==> src/rtl/u8dl_pkg.sv <==
// Package: widths, codepoint constants and combining-mark decode for the UTF-8 length counter.
package u8dl_pkg;

  localparam int unsigned COUNT_WIDTH = 32;
  localparam int unsigned CP_WIDTH    = 21;
  localparam int unsigned OUT_WIDTH   = 32;

  typedef logic [CP_WIDTH-1:0]    cp_t;
  typedef logic [COUNT_WIDTH-1:0] count_t;

  localparam cp_t CP_JOINER = 21'h00200D;
  localparam logic [5:0] CONT_MASK = 6'h3F;

  localparam cp_t MARK0_LO = 21'h000300;
  localparam cp_t MARK0_HI = 21'h00036F;
  localparam cp_t MARK1_LO = 21'h001AB0;
  localparam cp_t MARK1_HI = 21'h001AFF;
  localparam cp_t MARK2_LO = 21'h001DC0;
  localparam cp_t MARK2_HI = 21'h001DFF;
  localparam cp_t MARK3_LO = 21'h0020D0;
  localparam cp_t MARK3_HI = 21'h0020FF;
  localparam cp_t MARK4_LO = 21'h00FE20;
  localparam cp_t MARK4_HI = 21'h00FE2F;

  function automatic logic is_mark(cp_t cp);
    return (cp >= MARK0_LO && cp <= MARK0_HI) ||
           (cp >= MARK1_LO && cp <= MARK1_HI) ||
           (cp >= MARK2_LO && cp <= MARK2_HI) ||
           (cp >= MARK3_LO && cp <= MARK3_HI) ||
           (cp >= MARK4_LO && cp <= MARK4_HI);
  endfunction

endpackage

==> src/rtl/utf8_display_length_counter_unit.sv <==
// Top level: UTF-8 display length counter, one byte per cycle while both output slots are not full, batch total out.
//
//  channel | direction | handshake              | payload
//  --------+-----------+------------------------+---------------------------------------------
//  in      | input     | in_valid_i/in_ready_o   | data_byte_i, byte_present_i,
//          |           |                        | end_of_string_i, end_of_batch_i
//  out     | output    | out_valid_o/out_ready_i | display_length_o (32 bit)
//
// One byte transaction per cycle; the total is registered at the end-of-batch accept
// edge and shows on the output the next cycle unless an older total still waits there.
// Decode state is a single register set updated in the accept cycle.
// Reset clears decode state, count and the valid flags of both output slots.
// Output has a result register plus a skid slot: input keeps flowing while one
// result waits; it stalls only when both slots are full.
module utf8_display_length_counter_unit
  import u8dl_pkg::*;
(
  input  logic        clk_i,
  input  logic        rst_ni,
  input  logic        in_valid_i,
  output logic        in_ready_o,
  input  logic [7:0]  data_byte_i,
  input  logic        byte_present_i,
  input  logic        end_of_string_i,
  input  logic        end_of_batch_i,
  output logic        out_valid_o,
  input  logic        out_ready_i,
  output logic [31:0] display_length_o
);

  // decode state
  cp_t        acc_q, acc_d;
  logic [1:0] exp_q, exp_d;
  logic       jtp_q, jtp_d;
  logic       lwb_q, lwb_d;
  count_t     cnt_q, cnt_d;

  // output slots
  logic                 out_v_q, out_v_d;
  logic [OUT_WIDTH-1:0] out_q, out_d;
  logic                 skid_v_q, skid_v_d;
  logic [OUT_WIDTH-1:0] skid_q, skid_d;

  logic in_acc, push, pop;

  assign in_ready_o = ~skid_v_q;
  assign in_acc     = in_valid_i & in_ready_o;
  assign push       = in_acc & end_of_batch_i;
  assign pop        = out_v_q & out_ready_i;

  // byte stage results
  cp_t        acc1;
  logic [1:0] exp1;
  logic       take;
  cp_t        cp;
  cp_t        pad_cp;
  logic       str_end;
  // codepoint stage results
  logic       lwb2, jtp2, inc;
  count_t     cnt_bumped;
  logic [OUT_WIDTH-1:0] total;

  always_comb begin
    acc1    = acc_q;
    exp1    = exp_q;
    take    = 1'b0;
    cp      = '0;
    str_end = end_of_string_i | end_of_batch_i;

    if (byte_present_i) begin
      if (exp_q != 2'd0) begin
        // continuation: low six bits shifted in, top bits fall off
        acc1 = {acc_q[CP_WIDTH-7:0], data_byte_i[5:0] & CONT_MASK};
        exp1 = exp_q - 2'd1;
        if (exp1 == 2'd0) begin
          take = 1'b1;
          cp   = acc1;
        end
      end else if (!data_byte_i[7]) begin
        take = 1'b1;
        cp   = {13'd0, data_byte_i};
      end else if (data_byte_i[7:5] == 3'b110) begin
        acc1 = {16'd0, data_byte_i[4:0]};
        exp1 = 2'd1;
      end else if (data_byte_i[7:4] == 4'b1110) begin
        acc1 = {17'd0, data_byte_i[3:0]};
        exp1 = 2'd2;
      end else if (data_byte_i[7:3] == 5'b11110) begin
        acc1 = {18'd0, data_byte_i[2:0]};
        exp1 = 2'd3;
      end else begin
        // invalid lead: plain one-byte codepoint
        take = 1'b1;
        cp   = {13'd0, data_byte_i};
      end
    end

    // truncated sequence at string end: pad with zero continuation bytes
    case (exp1)
      2'd1:    pad_cp = {acc1[CP_WIDTH-7:0], 6'd0};
      2'd2:    pad_cp = {acc1[CP_WIDTH-13:0], 12'd0};
      2'd3:    pad_cp = {acc1[CP_WIDTH-19:0], 18'd0};
      default: pad_cp = acc1;
    endcase
    if (str_end && exp1 != 2'd0) begin
      take = 1'b1;
      cp   = pad_cp;
    end

    // joiner / mark handling for the one codepoint this item may produce
    lwb2 = lwb_q;
    jtp2 = jtp_q;
    inc  = 1'b0;
    if (take) begin
      if (lwb_q && cp == CP_JOINER) begin
        lwb2 = 1'b0;
        jtp2 = 1'b1;
      end else begin
        if (lwb_q) begin
          lwb2 = 1'b0;
          jtp2 = 1'b0;
        end
        if (!is_mark(cp)) begin
          inc  = ~jtp2;
          lwb2 = 1'b1;
        end
      end
    end

    cnt_bumped = (inc && cnt_q != '1) ? cnt_q + count_t'(1) : cnt_q;
    // saturate into the 32-bit result
    total = ((cnt_bumped >> OUT_WIDTH) != '0) ? '1 : OUT_WIDTH'(cnt_bumped);

    acc_d = acc_q;
    exp_d = exp_q;
    jtp_d = jtp_q;
    lwb_d = lwb_q;
    cnt_d = cnt_q;
    if (in_acc) begin
      if (str_end) begin
        acc_d = '0;
        exp_d = 2'd0;
        jtp_d = 1'b0;
        lwb_d = 1'b0;
      end else begin
        acc_d = acc1;
        exp_d = exp1;
        jtp_d = jtp2;
        lwb_d = lwb2;
      end
      cnt_d = end_of_batch_i ? '0 : cnt_bumped;
    end
  end

  // result register and skid slot
  always_comb begin
    out_v_d  = out_v_q;
    out_d    = out_q;
    skid_v_d = skid_v_q;
    skid_d   = skid_q;
    if (skid_v_q) begin
      if (pop) begin
        out_d    = skid_q;
        skid_v_d = 1'b0;
      end
    end else if (push) begin
      if (!out_v_q || pop) begin
        out_d   = total;
        out_v_d = 1'b1;
      end else begin
        skid_d   = total;
        skid_v_d = 1'b1;
      end
    end else if (pop) begin
      out_v_d = 1'b0;
    end
  end

  always_ff @(posedge clk_i or negedge rst_ni) begin
    if (!rst_ni) begin
      acc_q    <= '0;
      exp_q    <= 2'd0;
      jtp_q    <= 1'b0;
      lwb_q    <= 1'b0;
      cnt_q    <= '0;
      out_v_q  <= 1'b0;
      skid_v_q <= 1'b0;
    end else begin
      acc_q    <= acc_d;
      exp_q    <= exp_d;
      jtp_q    <= jtp_d;
      lwb_q    <= lwb_d;
      cnt_q    <= cnt_d;
      out_v_q  <= out_v_d;
      skid_v_q <= skid_v_d;
    end
  end

  always_ff @(posedge clk_i) begin
    out_q  <= out_d;
    skid_q <= skid_d;
  end

  assign out_valid_o      = out_v_q;
  assign display_length_o = out_q;

`ifndef SYNTHESIS
  // skid slot only fills behind a waiting result
  a_skid_behind_out: assert property (@(posedge clk_i) disable iff (!rst_ni)
    skid_v_q |-> out_v_q)
    else $error("skid slot valid without result register valid");

  // a string end leaves no open sequence and no joiner state
  a_string_end_clears: assert property (@(posedge clk_i) disable iff (!rst_ni)
    (in_acc && (end_of_string_i || end_of_batch_i)) |=>
      (exp_q == 2'd0 && !jtp_q && !lwb_q && acc_q == '0))
    else $error("decode state not cleared at string end");

  // batch end restarts the count and yields a result
  a_batch_end_result: assert property (@(posedge clk_i) disable iff (!rst_ni)
    push |=> (cnt_q == '0 && out_v_q))
    else $error("batch end did not restart count or post a result");
`endif

endmodule

==> config.mk <==
export PLATFORM = sky130hd
export DESIGN_NAME = utf8_display_length_counter_unit
export DESIGN_NICKNAME = d
export VERILOG_FILES = /design/src/rtl/u8dl_pkg.sv /design/src/rtl/utf8_display_length_counter_unit.sv
export SDC_FILE = /design/constraint.sdc
export NUM_CORES = 1
export LEC_CHECK = 0
export BUFFER_PORTS_ARGS = -buffer_cell sky130_fd_sc_hd__clkbuf_2
export CAP_MARGIN = 20
export CORE_ASPECT_RATIO = 0.6
export CORE_UTILIZATION = 59
export CTS_CLUSTER_DIAMETER = 30
export DETAILED_ROUTE_END_ITERATION = 6
export PLACE_DENSITY = 0.87
export SLEW_MARGIN = 15
export SYNTH_ARGS = -nofsm -noshare
export SYNTH_HDL_FRONTEND = slang
export SYNTH_SLANG_ARGS = --single-unit
==> constraint.sdc <==
create_clock -name clk_i -period 4.5 [get_ports clk_i]
set_clock_uncertainty 0.2 [all_clocks]
set_input_delay 0.9 -clock clk_i [delete_from_list [all_inputs] [get_ports clk_i]]
set_output_delay 0.9 -clock clk_i [all_outputs]
set_load 0.02 [all_outputs]
# ---- Word level (Yosys, flattened, before mapping)
# Index checks and enable logic that the tools add are counted.
dict set report word_totals {
  regBits 123
  in_bits 15
  out_inout_bits 34
}
dict set report classes {
  add_sub_neg 2
  order_cmp 10
  eq_ne 10
  mux 57
  bitwise 7
  n_reduce_logical 25
}
# op n
set op_table {}
lappend op_table {{21-bit two-way mux} 11}
lappend op_table {{32-bit two-way mux} 6}
lappend op_table {{21-bit one-hot mux with 3 select lines} 1}
lappend op_table {{21-bit by 13-bit greater-or-equal comparator with 1-bit output, second input constant} 2}
lappend op_table {{21-bit by 13-bit less-or-equal comparator with 1-bit output, second input constant} 2}
lappend op_table {{32-bit by 1-bit adder with 32-bit output, second input constant} 1}
lappend op_table {{8-bit two-way mux} 4}
lappend op_table {{32-bit inequality test, second input constant} 1}
lappend op_table {{1-bit two-way mux} 28}
lappend op_table {{21-bit by 14-bit equality test with 1-bit output, second input constant} 1}
lappend op_table {{21-bit by 10-bit greater-or-equal comparator with 1-bit output, second input constant} 1}
lappend op_table {{21-bit by 14-bit greater-or-equal comparator with 1-bit output, second input constant} 1}
lappend op_table {{21-bit by 16-bit greater-or-equal comparator with 1-bit output, second input constant} 1}
lappend op_table {{21-bit by 10-bit less-or-equal comparator with 1-bit output, second input constant} 1}
lappend op_table {{21-bit by 14-bit less-or-equal comparator with 1-bit output, second input constant} 1}
lappend op_table {{21-bit by 16-bit less-or-equal comparator with 1-bit output, second input constant} 1}
lappend op_table {{2-bit two-way mux} 7}
lappend op_table {{2-bit nonzero test} 6}
lappend op_table {{3-bit AND reduction} 3}
lappend op_table {{1-bit logical AND} 8}
lappend op_table {{5-bit equality test, second input constant} 1}
lappend op_table {{1-bit logical OR} 5}
lappend op_table {{2-bit equality test, second input constant} 2}
lappend op_table {{4-bit equality test, second input constant} 1}
lappend op_table {{other kinds (10)} 15}

# ---- Logic depth before layout (Yosys ltp)
dict set report depth {
  ltp_word 24
  depth_mapped 15
}

# ---- Worst setup path before layout
# Ideal clock, no wire load.
dict set report synth_timing {
  kind {input to register}
  startpoint {input port data_byte_i[6]}
  endpoint {register out_q[9] (netlist: display_length_o[9]) (data pin)}
  arrival_time_ps 4158
  path_slack_ps -10
  stages 12
  n_path_buf 2
  path_cell_list {buf_2 > nand3_1 > o21ai_4 > mux2_4 > a222oi_1 > nor3_1 > or3_1 > and4_4 > buf_6 > or4_4 > or3_1 > a31oi_1}
}
dict set report synth_via {
  elab_chain_len 24
  elab_cells_between_ends 64
  cone_classes {10 x order compare; 7 x eq/ne; 34 x mux; 13 x reduce/logical}
}
# item line_no
set synth_lines {}
lappend synth_lines {{start, declared} utf8_display_length_counter_unit.sv:22} ;# input logic [7:0] data_byte_i,
lappend synth_lines {{5-bit equality test} utf8_display_length_counter_unit.sv:88} ;# end else if (data_byte_i[7:3] == 5'b11110) begin
lappend synth_lines {{2-bit two-way mux} utf8_display_length_counter_unit.sv:88}
lappend synth_lines {{2-bit two-way mux} utf8_display_length_counter_unit.sv:85} ;# end else if (data_byte_i[7:4] == 4'b1110) begin
lappend synth_lines {{2-bit two-way mux} utf8_display_length_counter_unit.sv:82} ;# end else if (data_byte_i[7:5] == 3'b110) begin
lappend synth_lines {{2-bit two-way mux} utf8_display_length_counter_unit.sv:79} ;# end else if (!data_byte_i[7]) begin
lappend synth_lines {{2-bit two-way mux} utf8_display_length_counter_unit.sv:71} ;# if (exp_q != 2'd0) begin
lappend synth_lines {{2-bit two-way mux} utf8_display_length_counter_unit.sv:70} ;# if (byte_present_i) begin
lappend synth_lines {{2-bit equality test (tied with other cells)} utf8_display_length_counter_unit.sv:99} ;# case (exp1)
lappend synth_lines {{[... 9 more ...]} --}
lappend synth_lines {{1-bit two-way mux} utf8_display_length_counter_unit.sv:115} ;# if (lwb_q && cp == CP_JOINER) begin
lappend synth_lines {{1-bit two-way mux (*)} utf8_display_length_counter_unit.sv:114} ;# if (take) begin
lappend synth_lines {{1-bit logical AND (*)} utf8_display_length_counter_unit.sv:130} ;# cnt_bumped = (inc && cnt_q != '1) ? cnt_q + count_t'(1) : cnt_q;
lappend synth_lines {{32-bit two-way mux (*)} utf8_display_length_counter_unit.sv:130}
lappend synth_lines {{32-bit two-way mux (*)} utf8_display_length_counter_unit.sv:167} ;# if (!out_v_q || pop) begin
lappend synth_lines {{32-bit two-way mux (*)} utf8_display_length_counter_unit.sv:166} ;# end else if (push) begin
lappend synth_lines {{32-bit two-way mux (*)} utf8_display_length_counter_unit.sv:161} ;# if (skid_v_q) begin
lappend synth_lines {{net out_d[9]} utf8_display_length_counter_unit.sv:40} ;# logic [OUT_WIDTH-1:0] out_q, out_d;
lappend synth_lines {{end signal, assigned} utf8_display_length_counter_unit.sv:200} ;# out_q <= out_d;
lappend synth_lines {{end, declared} utf8_display_length_counter_unit.sv:40}
# Mark *: on every way through the listed nets, which the timed path passes. The rest lies on a longest branch. The select of a mux whose other input is x is not followed.
# A chain may end at the register's enable or synchronous reset.

# ---- Worst setup path after layout
dict set report layout_timing {
  startpoint {register exp_q[1]}
  endpoint {register out_q[6] (netlist: display_length_o[6]) (data pin)}
}
dict set report layout_via {
  elab_chain_len 23
  elab_cells_between_ends 54
  cone_classes {1 x add/sub; 10 x order compare; 4 x eq/ne; 24 x mux; 15 x reduce/logical}
}
# item line_no
set layout_lines {}
lappend layout_lines {{start, declared} utf8_display_length_counter_unit.sv:33} ;# logic [1:0] exp_q, exp_d;
lappend layout_lines {{start signal, assigned} utf8_display_length_counter_unit.sv:190} ;# exp_q <= exp_d;
lappend layout_lines {{2-bit two-way mux} utf8_display_length_counter_unit.sv:88}
lappend layout_lines {{2-bit two-way mux} utf8_display_length_counter_unit.sv:85}
lappend layout_lines {{2-bit two-way mux} utf8_display_length_counter_unit.sv:82}
lappend layout_lines {{2-bit two-way mux} utf8_display_length_counter_unit.sv:79}
lappend layout_lines {{2-bit two-way mux} utf8_display_length_counter_unit.sv:71}
lappend layout_lines {{2-bit two-way mux} utf8_display_length_counter_unit.sv:70}
lappend layout_lines {{2-bit equality test (tied with other cells)} utf8_display_length_counter_unit.sv:99}
lappend layout_lines {{21-bit one-hot mux with 3 select lines / 1-bit logical AND (equally long branches)} {utf8_display_length_counter_unit.sv:99, utf8_display_length_counter_unit.sv:105}}
lappend layout_lines {{[... 8 more ...]} --}
lappend layout_lines {{1-bit two-way mux} utf8_display_length_counter_unit.sv:115}
lappend layout_lines {{1-bit two-way mux (*)} utf8_display_length_counter_unit.sv:114}
lappend layout_lines {{1-bit logical AND (*)} utf8_display_length_counter_unit.sv:130}
lappend layout_lines {{32-bit two-way mux (*)} utf8_display_length_counter_unit.sv:130}
lappend layout_lines {{32-bit two-way mux (*)} utf8_display_length_counter_unit.sv:167}
lappend layout_lines {{32-bit two-way mux (*)} utf8_display_length_counter_unit.sv:166}
lappend layout_lines {{32-bit two-way mux (*)} utf8_display_length_counter_unit.sv:161}
lappend layout_lines {{net out_d[6]} utf8_display_length_counter_unit.sv:40}
# Marks and branches as above.

==> flow_metrics.py <==
metrics = {
    "status": {
        "status": "complete, but fails checks",
        "failed_checks": "DRC",
    },
    "detailed_routing": {
        "viasPerCell": 6.925,
        "wl_um": 23050,
        "wl_per_cell_um": 21.62,
        "ant_nets": 0,
        "drt_iter0_drc": 1090,
        "drc": 9,
        "dr.pass1.iters": 7,
        "dr_total_vias": 7382,
    },
    "logic_synthesis": {
        "synth_edf_count": 64,
        "synth-main-ff-cell": "edfxtp_1",
        "synthCells": 789,
        "async_flop_share_pct": 45.30,
        "yosysTopAreaCell": "edfxtp_1",
        "synth_seq_cells": 117,
        "yosysTopAreaCellShare_pct": 26.38,
        "synthesis.area_um2": 7284,
        "syn_avg_cell_area_um2": 9.233,
        "synth-warning-count": 0,
        "syn_nets": 805,
        "yosys-top-cells-area": "edfxtp_1, dfrtp_1, nand2_1",
        "ys_seq_area_share_pct": 44.59,
        "ys_types": 83,
    },
    "timing": {
        "maxSlewHeadroom_pct": 26.75,
        "period_share_pct": 97.76,
        "finalSetupViolCount": 0,
        "worst_slew_pin_slew_ns": 1.096,
        "post-route-min-period_ns": 4.399,
        "max_freq_mhz": 227.3,
        "timing.final.max_slew_violations": 0,
        "final.setup.worst_slack_ns": 0.1008,
        "tns_ns": 0,
        "fin_hold_ws_ns": 0.3332,
        "hold_viol_final": 0,
        "grt_setup_unrepaired": "false",
    },
    "grt": {
        "first_global_vias": 6635,
        "grt_max_degree": 62,
        "grt_antenna_before_repair": 0,
        "overflow": 0,
        "grt_use_total_pct": 36.49,
        "grt_first_pass_wirelength_um": 35830,
    },
    "critical_path": {
        "cp.required_ns": 4.42,
        "criticalPathCategory": "flip-flop to flip-flop",
        "arrival_ns": 4.32,
        "crit_path_max_fanout": 19,
        "cp-start-kind": "flip-flop",
        "endpoint_kind": "flip-flop",
        "reg2reg_depth": 11,
        "reg2reg_from": "exp_q[1]$_DFFE_PN0P_",
        "crit_path_start": "exp_q[1]$_DFFE_PN0P_",
    },
    "die": {
        "start_util_pct": 60.39,
        "placementRows": 31,
        "num_io_pins": 49,
        "die_w_um": 145.5,
        "die_h_um": 88.07,
        "die_area_um2": 12810,
        "coreArea_um2": 12060,
    },
    "pwr": {
        "internal_power_mw": 2.508,
        "combinationalPowerShare_pct": 25.2,
        "p_switching_mw": 1.289,
        "p_sw_share_pct": 33.94,
        "p_per_area_nw_per_um2": 435.8,
        "p_leak_nw": 3.596,
        "ir_worst_vdd_uv": 358.1,
        "seqPwrFrac_pct": 39.9,
        "p_clk_share_pct": 34.9,
    },
    "clock_tree": {
        "hold_buffers": 0,
        "cts_sinks": 117,
        "clk_pin_slew_worst_paths_ns": 0.06,
        "cts_tree": "built",
        "htreeDepth": 4,
        "numCtsBuffers": 17,
        "clock_path_buffers": 2,
        "clockRootBuffer": "clkbuf_16",
        "insertion_delay_ns": 0.41,
    },
    "placed_design": {
        "place_ws_ns": -0.1267,
        "hpwl_um": 15850,
        "place_congestion": 1.128,
        "io_buffers": 48,
        "placed_area_um2": 8134,
    },
    "flow_run": {
        "max-cap-violations": 0,
    },
    "layout": {
        "nFillCells": 859,
        "diodes": 0,
        "area_delta_synth_final_pct": 19.60,
        "fin_nets": 904,
        "drive_above_1_share_pct": 21.64,
        "final_cell_mix": "nand2_1, buf_4, edfxtp_1",
        "fin_util_pct": 72.22,
        "final_common_cell": "nand2_1",
        "stdcell_area_um2": 8712,
    },
    "worst_hold_path": {
        "worstHoldStart": "acc_q[14]$_DFFE_PN0P_",
        "hold_path_class": "flip-flop to flip-flop",
        "hold_depth": 1,
    },
}
## power by group through the flow
stage	Combinational, mW	Clock (mW)	Sequential [mW]
finish	0.958	1.32	1.51
global route	1.03	1.38	1.53
CTS	0.939	1.33	1.51
detailed placement	0.929	0	1.52
global placement	0.895	0	1.51
floorplan	0.521	0	1.61
## cell type report
| class | count | area [um2] | area share (%) |
|---|---|---|---|
| timing repair buffer | 132 | 920.9 | 10.57 |
| multi-input combinational | 607 | 3712 | 42.61 |
| inverter | 13 | 48.80 | 0.5601 |
| clock inverter | 13 | 132.6 | 1.522 |
| clock buffer | 19 | 442.9 | 5.084 |
| tap | 165 | 206.4 | 2.370 |
| sequential | 117 | 3248 | 37.28 |
## registers in the layout, indices dropped and copies added, names as in the netlist
| name | cells |
|---|---|
| out_valid_o | 1 |
| cnt_q | 32 |
| skid_q | 32 |
| skid_v_q | 1 |
| jtp_q | 1 |
| display_length_o | 32 |
| lwb_q | 1 |
| exp_q | 2 |
| acc_q | 15 |
## critical path, stage by stage, from the launching register on
cell      delay (ns)
dfrtp_1         0.52
buf_4           0.25
o21ai_4         0.27
o21ai_4         0.14
mux2_4          0.33
a222oi_1        0.46
nor3_1          0.14
or3_1           0.42
and4_4          0.27
or4_1           0.63
o21ai_0         0.31
a31oi_1         0.15
## kinds of logic (layout without fill, tap and decap cells)
| logic type | count (synthesis) | count (layout) | synth area share, % |
|---|---|---|---|
| mux | 10 | 10 | 1.529 |
| buf+inv | 65 | 177 | 4.620 |
| fa+ha+maj | 1 | 1 | 0.1717 |
| simple gates | 388 | 388 | 28.22 |
| flops | 117 | 117 | 44.59 |
| compound gates | 204 | 204 | 20.39 |
| xor+xnor | 4 | 4 | 0.4810 |
## per-layer routing
| layer | share of wire (%) | track usage, % |
|---|---|---|
| met5 | 0 | 0 |
| met4 | 2.0 | 12.25 |
| met3 | 15 | 10.94 |
| met2 | 42 | 52.80 |
| met1 | 41 | 52.23 |
## worst paths after layout
check / end / slack (ns)
worst max register to register: display_length_o[6]$_DFFE_PP_ / 0.10
worst min-delay path: acc_q[14]$_DFFE_PN0P_ / 0.33
worst min register to register: acc_q[14]$_DFFE_PN0P_ / 0.33
worst max-delay path: display_length_o[6]$_DFFE_PP_ / 0.10
min in group asynchronous: acc_q[11]$_DFFE_PN0P_ / 0.39
max in group asynchronous: cnt_q[28]$_DFFE_PN0P_ / 2.84
## per-stage QoR
step	std cells	power, mW
finish	1066	3.797
global route	1066	3.939
CTS	1066	3.780
detailed placement	1034	2.452
global placement	1034	2.403
floorplan	789	2.131
## cell usage after synthesis (5+ instances only)
cell type	number
o211ai_1	15
or3_1	40
and3_1	15
a22o_1	13
a31oi_1	32
dfrtp_1	53
nand4b_1	8
and2_1	9
edfxtp_1	64
or4_4	5
nand2b_1	5
nor4_1	6
buf_6	5
nand3b_1	14
a221o_1	13
a21oi_1	11
buf_4	5
inv_1	12
nor2_1	57
nand2_1	102
clkbuf_1	26
o211a_1	5
o311ai_0	7
nor2b_1	15
buf_2	9
nand4_1	13
nor3_1	35
nand3_1	42
o21ai_0	55
## repair_timing
item,CTS,global route
buffers inserted,0,0
resized for setup,0,2
endpoints found under the setup margin,0,2
Power figures use the tool's default switching activity.
